`config.mk`:
```
export PLATFORM = sky130hd
export DESIGN_NAME = proxy_v2_header_parser
export DESIGN_NICKNAME = d
export VERILOG_FILES = /design/src/rtl/pv2_pkg.sv /design/src/rtl/pv2_front.sv /design/src/rtl/pv2_queue.sv /design/src/rtl/proxy_v2_header_parser.sv
export SDC_FILE = /design/constraint.sdc
export NUM_CORES = 1
export LEC_CHECK = 0
export ABC_AREA = 1
export BUFFER_PORTS_ARGS = -buffer_cell sky130_fd_sc_hd__buf_2
export CORE_MARGIN = 4
export CORE_UTILIZATION = 40
export CTS_CLUSTER_SIZE = 12
export DETAILED_ROUTE_END_ITERATION = 12
export PLACE_DENSITY = 0.57
export SETUP_SLACK_MARGIN = 0.15
export SYNTH_ARGS = -nofsm -noshare
export SYNTH_HDL_FRONTEND = slang
export SYNTH_HIERARCHICAL = 1
export SYNTH_SLANG_ARGS = --single-unit
```
`constraint.sdc`:
```
create_clock -name clock -period 8.3 [get_ports clock]
set_input_delay 1.245 -clock clock [delete_from_list [all_inputs] [get_ports clock]]
set_output_delay 1.245 -clock clock [all_outputs]
set_load 0.01 [all_outputs]
```
`src/rtl/pv2_pkg.sv`:
```
package pv2_pkg;

   localparam logic [1:0] KIND_PAYLOAD  = 2'd0;
   localparam logic [1:0] KIND_ENDPOINT = 2'd1;
   localparam logic [1:0] KIND_STATUS   = 2'd2;

   localparam logic [2:0] ERR_SIGNATURE = 3'd0;
   localparam logic [2:0] ERR_VERSION   = 3'd1;
   localparam logic [2:0] ERR_COMMAND   = 3'd2;
   localparam logic [2:0] ERR_FAMILY    = 3'd3;
   localparam logic [2:0] ERR_SHORT_ADR = 3'd4;
   localparam logic [2:0] ERR_SHORT_TLV = 3'd5;
   localparam logic [2:0] ERR_TLV_VALUE = 3'd6;
   localparam logic [2:0] ERR_TLS_TLV   = 3'd7;

   localparam logic [7:0] TLV_TYPE_TLS = 8'h20;

   // one result beat, packed as the output tdata fields
   typedef struct packed {
      logic [2:0] error_code;
      logic       failed;
      logic       client_tls;
      logic       section_done;
      logic [1:0] address_family;
      logic [7:0] endpoint_offset;
      logic [7:0] value;
      logic [1:0] kind;
   } result_type;

   function automatic logic [7:0] sig_byte(input logic [3:0] p);
      case (p)
         4'd0, 4'd2:        sig_byte = 8'h0D;
         4'd1, 4'd3:        sig_byte = 8'h0A;
         4'd4:              sig_byte = 8'h00;
         4'd5:              sig_byte = 8'h0D;
         4'd6, 4'd11:       sig_byte = 8'h0A;
         4'd7:              sig_byte = 8'h51;
         4'd8:              sig_byte = 8'h55;
         4'd9:              sig_byte = 8'h49;
         4'd10:             sig_byte = 8'h54;
         default:           sig_byte = 8'h00;
      endcase
   endfunction

   function automatic logic [7:0] fam_min(input logic [1:0] f);
      case (f)
         2'd1:    fam_min = 8'd12;
         2'd2:    fam_min = 8'd36;
         2'd3:    fam_min = 8'd216;
         default: fam_min = 8'd0;
      endcase
   endfunction

endpackage

```
`src/rtl/pv2_front.sv`:
```
module pv2_front
   import pv2_pkg::*;
(
   input  logic       clock,
   input  logic       reset,
   input  logic       tls_enable,
   input  logic       in_valid,
   output logic       in_ready,
   input  logic [7:0] in_byte,
   input  logic       in_start,
   output logic       out_valid,
   output result_type out_res,
   input  logic       out_space
);

   localparam logic [1:0] PH_HEADER    = 2'd0;
   localparam logic [1:0] PH_SECTION   = 2'd1;
   localparam logic [1:0] PH_CONNECTED = 2'd2;
   localparam logic [1:0] PH_FAILED    = 2'd3;

   logic [1:0]  phase_ff, phase_in;
   logic [15:0] pos_ff, pos_in;
   logic        cmd_ff, cmd_in;
   logic [1:0]  fam_ff, fam_in;
   logic [15:0] len_ff, len_in;
   logic [1:0]  step_ff, step_in;
   logic        istls_ff, istls_in;
   logic [15:0] vlen_ff, vlen_in;
   logic [15:0] vcnt_ff, vcnt_in;
   logic        seen_ff, seen_in;

   // effective state after an optional restart
   logic [1:0]  ph;
   logic [15:0] pos, len, vlen, vcnt;
   logic        cmd, istls, seen;
   logic [1:0]  fam, step;
   logic [15:0] rem, full_len, vcnt_inc;
   logic        emit;
   result_type  res;

   assign in_ready = out_space;

   // per-byte classification
   always_comb begin
      ph    = in_start ? PH_HEADER : phase_ff;
      pos   = in_start ? 16'd0 : pos_ff;
      cmd   = in_start ? 1'b0 : cmd_ff;
      fam   = in_start ? 2'd0 : fam_ff;
      len   = in_start ? 16'd0 : len_ff;
      step  = in_start ? 2'd0 : step_ff;
      istls = in_start ? 1'b0 : istls_ff;
      vlen  = in_start ? 16'd0 : vlen_ff;
      vcnt  = in_start ? 16'd0 : vcnt_ff;
      seen  = in_start ? 1'b0 : seen_ff;
      phase_in = ph; pos_in = pos; cmd_in = cmd; fam_in = fam; len_in = len;
      step_in = step; istls_in = istls; vlen_in = vlen; vcnt_in = vcnt;
      seen_in = seen;
      rem      = len - pos;
      full_len = {len[15:8], in_byte};
      vcnt_inc = vcnt + 16'd1;
      emit = 1'b0;
      res  = '0;
      res.kind = KIND_STATUS;
      unique case (ph)
         PH_FAILED: ;
         PH_CONNECTED: begin
            emit = 1'b1;
            res.kind = KIND_PAYLOAD;
            res.value = in_byte;
            res.client_tls = seen;
         end
         PH_HEADER: begin
            pos_in = pos + 16'd1;
            if (pos < 16'd12) begin
               if (in_byte != sig_byte(pos[3:0])) begin
                  emit = 1'b1; res.failed = 1'b1; res.error_code = ERR_SIGNATURE;
               end
            end else if (pos == 16'd12) begin
               if (in_byte[7:4] != 4'h2) begin
                  emit = 1'b1; res.failed = 1'b1; res.error_code = ERR_VERSION;
               end else if (in_byte[3:0] > 4'h1) begin
                  emit = 1'b1; res.failed = 1'b1; res.error_code = ERR_COMMAND;
               end else begin
                  cmd_in = in_byte[0];
               end
            end else if (pos == 16'd13) begin
               if (cmd) begin
                  if (in_byte == 8'h11) fam_in = 2'd1;
                  else if (in_byte == 8'h21) fam_in = 2'd2;
                  else if (in_byte == 8'h31) fam_in = 2'd3;
                  else begin
                     emit = 1'b1; res.failed = 1'b1; res.error_code = ERR_FAMILY;
                  end
               end
            end else if (pos == 16'd14) begin
               len_in = {in_byte, 8'h00};
            end else begin
               len_in = full_len;
               pos_in = 16'd0;
               step_in = 2'd0;
               if (cmd && full_len < {8'h00, fam_min(fam)}) begin
                  emit = 1'b1; res.failed = 1'b1; res.error_code = ERR_SHORT_ADR;
               end else if (full_len == 16'd0) begin
                  phase_in = PH_CONNECTED;
                  emit = 1'b1; res.section_done = 1'b1; res.client_tls = seen;
               end else begin
                  phase_in = PH_SECTION;
               end
            end
         end
         default: begin
            pos_in = pos + 16'd1;
            if (cmd) begin
               if (pos < {8'h00, fam_min(fam)}) begin
                  emit = 1'b1;
                  res.kind = KIND_ENDPOINT;
                  res.value = in_byte;
                  res.endpoint_offset = pos[7:0];
               end else begin
                  case (step)
                     2'd0: begin
                        if (rem < 16'd3) begin
                           emit = 1'b1; res.failed = 1'b1;
                           res.error_code = ERR_SHORT_TLV;
                        end
                        istls_in = (in_byte == TLV_TYPE_TLS);
                        step_in = 2'd1;
                     end
                     2'd1: begin
                        vlen_in = {in_byte, 8'h00};
                        step_in = 2'd2;
                     end
                     2'd2: begin
                        vlen_in = {vlen[15:8], in_byte};
                        if (rem - 16'd1 < {vlen[15:8], in_byte}) begin
                           emit = 1'b1; res.failed = 1'b1;
                           res.error_code = ERR_TLV_VALUE;
                        end else if (istls && {vlen[15:8], in_byte} < 16'd5) begin
                           emit = 1'b1; res.failed = 1'b1;
                           res.error_code = ERR_TLS_TLV;
                        end
                        vcnt_in = 16'd0;
                        step_in = ({vlen[15:8], in_byte} != 16'd0) ? 2'd3 : 2'd0;
                     end
                     default: begin
                        if (istls && vcnt == 16'd0 && tls_enable && in_byte[0])
                           seen_in = 1'b1;
                        vcnt_in = vcnt_inc;
                        if (vcnt_inc >= vlen) step_in = 2'd0;
                     end
                  endcase
               end
            end
            if (!res.failed && pos + 16'd1 == len) begin
               phase_in = PH_CONNECTED;
               emit = 1'b1;
               res.section_done = 1'b1;
               res.client_tls = seen_in;
            end
         end
      endcase
      if (res.failed) begin
         phase_in = PH_FAILED;
         res.address_family = fam_in;
      end else begin
         res.address_family = fam_in;
      end
   end

   // parser state
   always_ff @(posedge clock) begin
      if (reset) begin
         phase_ff <= PH_HEADER; pos_ff <= '0; cmd_ff <= 1'b0; fam_ff <= '0;
         len_ff <= '0; step_ff <= '0; istls_ff <= 1'b0; vlen_ff <= '0;
         vcnt_ff <= '0; seen_ff <= 1'b0;
      end else if (in_valid && in_ready) begin
         phase_ff <= phase_in; pos_ff <= pos_in; cmd_ff <= cmd_in; fam_ff <= fam_in;
         len_ff <= len_in; step_ff <= step_in; istls_ff <= istls_in;
         vlen_ff <= vlen_in; vcnt_ff <= vcnt_in; seen_ff <= seen_in;
      end
   end

   assign out_valid = in_valid && in_ready && emit;
   assign out_res   = res;

endmodule

```
`src/rtl/pv2_queue.sv`:
```
module pv2_queue
   import pv2_pkg::*;
(
   input  logic       clock,
   input  logic       reset,
   input  logic       wr_valid,
   input  result_type wr_data,
   output logic       wr_space,
   output logic       rd_valid,
   output result_type rd_data,
   input  logic       rd_ready
);

   result_type  slot_ff [2];
   logic        wptr_ff, rptr_ff;
   logic [1:0]  count_ff;
   logic        do_wr, do_rd;

   assign wr_space = (count_ff != 2'd2);
   assign rd_valid = (count_ff != 2'd0);
   assign rd_data  = slot_ff[rptr_ff];
   assign do_wr    = wr_valid && wr_space;
   assign do_rd    = rd_valid && rd_ready;

   // two-entry queue storage
   always_ff @(posedge clock) begin
      if (do_wr) slot_ff[wptr_ff] <= wr_data;
   end

   // pointers and fill count
   always_ff @(posedge clock) begin
      if (reset) begin
         wptr_ff <= 1'b0; rptr_ff <= 1'b0; count_ff <= 2'd0;
      end else begin
         if (do_wr) wptr_ff <= ~wptr_ff;
         if (do_rd) rptr_ff <= ~rptr_ff;
         count_ff <= count_ff + {1'b0, do_wr} - {1'b0, do_rd};
      end
   end

`ifndef ASSERT_OFF
   a_no_overflow: assert property (@(posedge clock) disable iff (reset)
      count_ff != 2'd3) else $error("queue count out of range");
   a_full_blocks: assert property (@(posedge clock) disable iff (reset)
      (count_ff == 2'd2 && !do_rd) |=> count_ff == 2'd2) else $error("full lost entry");
   a_empty_hold: assert property (@(posedge clock) disable iff (reset)
      (count_ff == 2'd0 && !wr_valid) |=> !rd_valid) else $error("invented entry");
`endif

endmodule

```
`src/rtl/proxy_v2_header_parser.sv`:
```
// channel  | ports      | tdata (low up)                         | tuser
// request  | req_t*     | stream_byte                            | starts_connection
// response | rsp_t*     | kind,value,endpoint_offset,family,     | -
//          |            | section_done,client_tls,failed,error   |
// csr      | csr_wr_*   | tls_mark_enable                        | -
// one byte taken per clock unless the queue is full; results are registered in the queue
// the front parser classifies each byte in its accept cycle; a two-entry queue feeds rsp
// req_tready drops only while the queue is full
// reset is synchronous: parser goes to header wait, tls_mark_enable to 1
module proxy_v2_header_parser
   import pv2_pkg::*;
(
   input  logic        clock,
   input  logic        reset,
   input  logic        req_tvalid,
   output logic        req_tready,
   input  logic [7:0]  req_tdata,   // stream_byte
   input  logic        req_tuser,   // starts_connection
   output logic        rsp_tvalid,
   input  logic        rsp_tready,
   output logic [31:0] rsp_tdata,   // kind,value,endpoint_offset,address_family,
                                    // section_done,client_tls,failed,error_code
   input  logic        csr_wr_en,
   input  logic        csr_wr_data  // tls_mark_enable
);

   logic       tls_en_ff;
   logic       f_valid, q_space;
   result_type f_res, q_res;

   // configuration register
   always_ff @(posedge clock) begin
      if (reset) tls_en_ff <= 1'b1;
      else if (csr_wr_en) tls_en_ff <= csr_wr_data;
   end

   pv2_front u_front (
      .clock, .reset, .tls_enable(tls_en_ff),
      .in_valid(req_tvalid), .in_ready(req_tready),
      .in_byte(req_tdata), .in_start(req_tuser),
      .out_valid(f_valid), .out_res(f_res), .out_space(q_space)
   );

   pv2_queue u_queue (
      .clock, .reset,
      .wr_valid(f_valid), .wr_data(f_res), .wr_space(q_space),
      .rd_valid(rsp_tvalid), .rd_data(q_res), .rd_ready(rsp_tready)
   );

   assign rsp_tdata = {6'd0, q_res};

endmodule

```
==> flow_metrics.py, run 1 <==
metrics = {
    "die": {
        "die_width_um": 172,
        "die_area_um2": 29500,
        "start_util": 0.409,
        "rows": 59,
        "pin_count": 49,
        "core_area_um2": 26200,
        "die_h_um": 172,
    },
    "sta": {
        "maxSlewViolCount": 0,
        "period_minus_slack_ps": 5980,
        "finalClockSkew_ps": 24.6,
        "hold-worst-slack_ps": 465,
        "final.setup.tns_ps": 0,
        "setup_violations": 0,
        "fmax_mhz": 167,
        "tightest_slew_ps": 1080,
        "rsz0062_at_grt": "false",
        "period_share": 0.720,
        "hold_viol_final": 0,
        "slew_headroom": 0.281,
    },
    "synthesis": {
        "syn_inst": 1519,
        "ys_seq_area_frac": 0.293,
        "synth_top_family_by_area": "simple AND/OR/NAND/NOR gates",
        "syn_avg_cell_area_um2": 7.05,
        "synth-simple-area-share": 0.266,
        "synth_edf_count": 52,
        "synthDistinctLibCells": 61,
        "ys_warn_count": 6,
        "synth_compound_area_frac": 0.167,
        "ys_seq_elements": 131,
        "synth_xor_area_frac": 0.0410,
        "syn_area_um2": 10700,
        "synthAdderAreaFrac": 0.0848,
        "synth_top_flop_cell": "dfxtp_1",
        "muxShareOfSynthArea": 0.0343,
        "synthArstFlopShare": 0,
    },
    "power_and_ir_drop": {
        "pwr-share-clk": 0.252,
        "p_per_area_nw_per_um2": 263,
        "swShare": 0.447,
        "seqPwrFrac": 0.275,
        "p_int_w": 0.00171,
        "p_leak_nw": 5.36,
        "peakVddDrop_v": 0.000110,
        "p_comb_frac": 0.472,
        "p_switching_w": 0.00138,
    },
    "route": {
        "wirelength_mm": 32.8,
        "first_iter_violations": 841,
        "ant_nets": 0,
        "firstDrtPassIters": 6,
        "num_vias": 10306,
        "routed_via_density": 5.46,
        "routedWlPerCell_um": 17.4,
        "drc_errors": 0,
    },
    "setup_path": {
        "path_common_cell": "nand2_1",
        "r2r-start": "u_front/pos_ff[1]",
        "critical_path_class": "input pin to flip-flop",
        "cp-end-kind": "flip-flop",
        "path_buf_inv": 7,
        "crit_arrival_ps": 6310,
        "r2r_setup_slack_ps": 3010,
        "cp_top_family": "simple AND/OR/NAND/NOR gates",
        "start_kind": "input pin",
        "worstPathRequired_ps": 8640,
        "r2r-end": "u_queue/count_ff[1]",
        "cpMaxStageDelayCell": "buf_4",
        "max_stage_delay_ps": 390,
        "cp_max_fo": 34,
        "r2r_cells": 36,
    },
    "final_layout": {
        "utilization": 0.448,
        "syn2layout_area_growth_pct": 9.62,
        "fin_cells": 1887,
        "diodes": 0,
        "layout.nets": 1626,
        "drive_gt1_frac": 0.113,
    },
    "global_route": {
        "antenna_found_initial": 0,
        "grt_max_degree": 100,
        "grt-ovfl-total": 0,
        "grt_use_total": 0.222,
        "grt_pass1_vias": 9536,
        "grt_pass1_wl_mm": 52.0,
    },
    "cts": {
        "cts_max_path_buffers": 2,
        "root_buffer": "clkbuf_16",
        "cts_made_buffers": 17,
        "numClockSinks": 131,
        "ctsResizeCount": 0,
        "clk_pin_slew_worst_paths_ps": 70,
        "post-cts-setup-buffer-count": 0,
        "cts_tree": "done",
        "htreeDepth": 4,
        "clock_latency_ps": 440,
        "hold_buffers": 0,
    },
    "flow_run": {
        "maxCapViolations": 0,
    },
    "hold_path": {
        "holdCritStartpoint": "u_front/vlen_ff[15]",
        "hold_depth": 2,
        "min_to": "u_front/vlen_ff[15]",
        "min-delay-path-class": "flip-flop to flip-flop",
    },
    "run_status": {
        "status": "finished clean",
    },
    "placed_design": {
        "gp_congestion": 0.981,
        "dp_cells": 1855,
        "hpwl_mm": 24.1,
        "numPortBuffers": 42,
    },
}
[metal layers]
layer / track usage / up-vias / routed length (um)
li1: - / 5108 / -
met1: 0.319 / 4785 / 15600
met2: 0.355 / 383 / 14500
met3: 0.0342 / 30 / 2180
met4: 0.0472 / 0 / 471
met5: 0 / - / 0
[placed cells by master (no fill, tap or decap), types with 3 or more instances in the layout]
| cell type | netlist | layout |
|---|---|---|
| dfxtp_1 | 79 | 79 |
| nand2_4 | 2 | 3 |
| inv_8 | 0 | 3 |
| nand3_1 | 82 | 82 |
| ha_1 | 71 | 71 |
| a31oi_1 | 19 | 19 |
| buf_4 | 8 | 11 |
| mux2_4 | 20 | 20 |
| nor4_1 | 5 | 5 |
| nand3_2 | 9 | 9 |
| nand2_2 | 12 | 12 |
| o211ai_1 | 21 | 21 |
| o21ai_0 | 94 | 94 |
| or2_2 | 7 | 7 |
| nand4_1 | 22 | 22 |
| clkinv_1 | 6 | 6 |
| o21ai_1 | 8 | 8 |
| o21bai_1 | 4 | 4 |
| a21oi_1 | 107 | 107 |
| nor2_2 | 10 | 11 |
| nor3_1 | 35 | 35 |
| xor2_1 | 41 | 41 |
| clkbuf_16 | 0 | 17 |
| o22ai_1 | 14 | 14 |
| edfxtp_1 | 52 | 52 |
| nor2_1 | 138 | 137 |
| conb_1 | 1 | 6 |
| buf_2 | 3 | 42 |
| nand2_1 | 301 | 300 |
| mux2_2 | 6 | 6 |
| inv_1 | 221 | 221 |
| inv_6 | 0 | 5 |
| inv_2 | 11 | 11 |
| clkinv_8 | 0 | 6 |
| a221oi_1 | 22 | 22 |
| o31ai_1 | 5 | 5 |
| xnor2_1 | 4 | 4 |
[worst register-to-register path, delay by kind of cell (launching register included)]
| kind | cells | cell delay (ps) |
|---|---|---|
| AO/OA/AOI/OAI | 7 | 1130 |
| XOR/XNOR | 1 | 150 |
| adder cells (fa/ha/maj) | 4 | 1040 |
| buffers and inverters | 5 | 380 |
| flip-flops | 1 | 310 |
| AND/OR/NAND/NOR | 19 | 2180 |
[synthesized netlist by cell type, types with 12 or more instances]
cell / instances / area share
nand3_1: 82 / 0.038
nand2_1: 301 / 0.11
a21oi_1: 107 / 0.050
o21ai_0: 94 / 0.044
clkbuf_1: 37 / 0.013
inv_1: 221 / 0.077
nor3_1: 35 / 0.016
mux2_4: 20 / 0.028
a221oi_1: 22 / 0.018
nand4_1: 22 / 0.013
ha_1: 71 / 0.083
o22ai_1: 14 / 0.0082
xor2_1: 41 / 0.034
a31oi_1: 19 / 0.011
dfxtp_1: 79 / 0.15
o211ai_1: 21 / 0.015
nand2_2: 12 / 0.0070
edfxtp_1: 52 / 0.15
nor2_1: 138 / 0.048
[metrics by stage]
stage | power [W] | instance area (um^2) | setup WS [ps]
floorplan | 0.00194 | 10700 | 1600
global placement | 0.00230 | 11100 | 1970
detailed placement | 0.00230 | 11100 | 1910
CTS | 0.00309 | 11700 | 2380
global route | 0.00332 | 11700 | 1810
finish | 0.00309 | 11700 | 2320
[flip-flops by register name, summed over array words and instances, names as in the netlist, named ones only]
register          flops
tls_en_ff             1
u_front/pos_ff       16
u_front/len_ff       16
u_front/istls_ff      1
u_front/phase_ff      2
u_queue/count_ff      2
u_queue/slot_ff      52
u_queue/wptr_ff       1
u_front/step_ff       2
u_front/seen_ff       1
u_queue/rptr_ff       1
u_front/cmd_ff        1
u_front/fam_ff        2
u_front/vlen_ff      16
u_front/vcnt_ff      16
[final cells by class]
class,instances,area [um^2]
Fill cell,2662,14500
Clock inverter,15,183
Multi-Input combinational cell,1097,6380
Clock buffer,17,425
Sequential cell,131,3140
Inverter,239,900
Timing Repair Buffer,53,293
Tap cell,335,419
[cells by family after synthesis]
family | after synthesis
and+or+nand+nor | 639
AOI/OAI and AO/OA | 307
buffers and inverters | 296
DFF | 131
adders and majority gates | 72
xor gates and xnor gates | 47
muxes | 26
other | 1
[power groups by stage]
stage | clock network (W) | logic, W | registers [W]
2_1_floorplan | 0 | 0.00109 | 0.000848
3_3_place_gp | 0 | 0.00143 | 0.000862
3_5_place_dp | 0 | 0.00144 | 0.000864
4_1_cts | 0.000796 | 0.00145 | 0.000851
6_report | 0.000780 | 0.00146 | 0.000852
5_1_grt | 0.000826 | 0.00163 | 0.000862
[how the worst max path moves through the flow]
stage / from / cells past startpoint / slack (ps) / endpoint
finish: req_tuser / 36 / 2320 / u_queue/count_ff[1]
detailed placement: req_tuser / 37 / 1910 / u_queue/count_ff[1]
global route: req_tuser / 36 / 1810 / u_queue/count_ff[1]
global placement: req_tuser / 37 / 1970 / u_queue/count_ff[1]
floorplan: req_tuser / 32 / 1600 / u_queue/slot_ff[0][0]
CTS: req_tuser / 36 / 2380 / u_queue/count_ff[1]
(Power assumes the default switching activity.)
==> run 2, diff against run 1 <==
Clock period 8.3 ns to 6.2 ns, I/O delays scaled along.
==> flow_metrics.py, run 2 (same netlist as run 1, synthesis figures left out) <==
metrics = {
    "sta": {
        "fmax_mhz": 180,
        "final.setup.tns_ps": 0,
        "finalClockSkew_ps": 23.3,
        "setup_violations": 0,
        "tightest_slew_ps": 1070,
        "hold-worst-slack_ps": 465,
        "slew_headroom": 0.288,
        "rsz0062_at_grt": "false",
        "hold_viol_final": 0,
        "period_share": 0.894,
        "period_minus_slack_ps": 5540,
        "maxSlewViolCount": 0,
    },
    "final_layout": {
        "largest_register_ffs": 52,
        "syn2layout_area_growth_pct": 10.9,
        "diodes": 0,
        "nFillCells": 2727,
        "fin_cells": 1900,
        "final_common_cell": "nand2_1",
        "utilization": 0.453,
        "layout.nets": 1639,
        "top_register": "u_queue/slot_ff",
        "final_cell_mix": "nand2_1 (300), inv_1 (221), nor2_1 (137), a21oi_1 (107), o21ai_0 (94)",
        "drive_gt1_frac": 0.120,
    },
    "route": {
        "routedWlPerCell_um": 17.4,
        "firstDrtPassIters": 6,
        "drc_errors": 0,
        "first_iter_violations": 906,
        "num_vias": 10308,
        "ant_nets": 0,
        "routed_via_density": 5.43,
        "wirelength_mm": 33.0,
    },
    "setup_path": {
        "cp-end-kind": "flip-flop",
        "cpMaxStageDelayCell": "ha_1",
        "critical_path_class": "input pin to flip-flop",
        "start_kind": "input pin",
        "cp_top_family": "simple AND/OR/NAND/NOR gates",
        "crit_arrival_ps": 5870,
        "max_stage_delay_ps": 330,
        "path_common_cell": "nand2_1",
        "cp_max_fo": 39,
        "path_buf_inv": 9,
        "worstPathRequired_ps": 6520,
    },
    "cts": {
        "clk_pin_slew_worst_paths_ps": 80,
        "cts_made_buffers": 17,
        "cts_tree": "done",
        "ctsResizeCount": 0,
        "post-cts-setup-buffer-count": 0,
        "hold_buffers": 0,
        "numClockSinks": 131,
        "htreeDepth": 4,
        "cts_max_path_buffers": 2,
        "root_buffer": "clkbuf_16",
        "clock_latency_ps": 440,
    },
    "die": {
        "die_area_um2": 29500,
        "pin_count": 49,
        "start_util": 0.409,
        "die_h_um": 172,
        "die_width_um": 172,
        "rows": 59,
        "core_area_um2": 26200,
    },
    "global_route": {
        "antenna_found_initial": 0,
        "grt-ovfl-total": 0,
        "grt_pass1_wl_mm": 52.1,
        "grt_pass1_vias": 9604,
        "grt_use_total": 0.224,
        "grt_max_degree": 100,
    },
    "power_and_ir_drop": {
        "p_leak_nw": 5.43,
        "p_switching_w": 0.00184,
        "swShare": 0.443,
        "seqPwrFrac": 0.274,
        "p_comb_frac": 0.478,
        "p_per_area_nw_per_um2": 350,
        "pwr-share-clk": 0.248,
        "total_power_w": 0.00415,
        "p_int_w": 0.00231,
        "peakVddDrop_v": 0.000139,
    },
    "placed_design": {
        "gp_congestion": 0.927,
        "dp_cells": 1868,
        "hpwl_mm": 24.5,
        "numPortBuffers": 42,
    },
    "run_status": {
        "status": "finished clean",
    },
    "hold_path": {
        "min-delay-path-class": "flip-flop to flip-flop",
    },
    "flow_run": {
        "maxCapViolations": 0,
    },
}
run 2: cell type report:
| type | instances | area [um^2] | share of cell area |
|---|---|---|---|
| clock buffers | 17 | 425 | 0.0358 |
| clock inverters | 15 | 181 | 0.0153 |
| inverters | 239 | 900 | 0.0757 |
| multi-input cells | 1097 | 6380 | 0.537 |
| flip-flops and latches | 131 | 3140 | 0.265 |
| well taps | 335 | 419 | 0.0353 |
| repair buffers | 66 | 428 | 0.0360 |
run 2: per-layer routing:
| layer | track usage | share of wire | up-vias |
|---|---|---|---|
| met4 | 0.0706 | 0.026 | 0 |
| met2 | 0.357 | 0.44 | 338 |
| met3 | 0.0370 | 0.071 | 50 |
| li1 | - | - | 5157 |
| met1 | 0.310 | 0.46 | 4763 |
| met5 | 0 | 0 | - |
run 2: worst reg2reg max path, delay by kind of cell, from the launching register on:
kind | cells | cell delay, ps
xor+xnor | 2 | 410
flops | 1 | 310
buf+inv | 8 | 720
simple gates | 14 | 1700
fa+ha+maj | 4 | 1030
compound gates | 6 | 930
run 2: worst paths after layout:
kind / startpoint / endpoint / slack (ps) / cells after the start
worst max register to register: u_front/pos_ff[1] / u_queue/count_ff[1] / 1000 / 34
worst max-delay path: req_tuser / u_queue/count_ff[1] / 660 / 37
worst min register to register: u_front/vcnt_ff[14] / u_front/vcnt_ff[14] / 470 / 2
worst min-delay path: u_front/vcnt_ff[14] / u_front/vcnt_ff[14] / 470 / 2
run 2: power groups by stage:
| stage | clock [W] | sequential [W] | combinational (W) |
|---|---|---|---|
| after floorplan | 0 | 0.00113 | 0.00146 |
| after detailed placement | 0 | 0.00115 | 0.00197 |
| after global routing | 0.00109 | 0.00115 | 0.00225 |
| after global placement | 0 | 0.00115 | 0.00196 |
| final | 0.00103 | 0.00114 | 0.00198 |
| after CTS | 0.00105 | 0.00114 | 0.00198 |
run 2: through the flow:
stage	setup WS (ps)	instance area (um^2)
4_1_cts	696	11900
2_1_floorplan	239	10700
3_3_place_gp	297	11300
3_5_place_dp	244	11300
5_1_grt	180	11900
6_report	658	11900
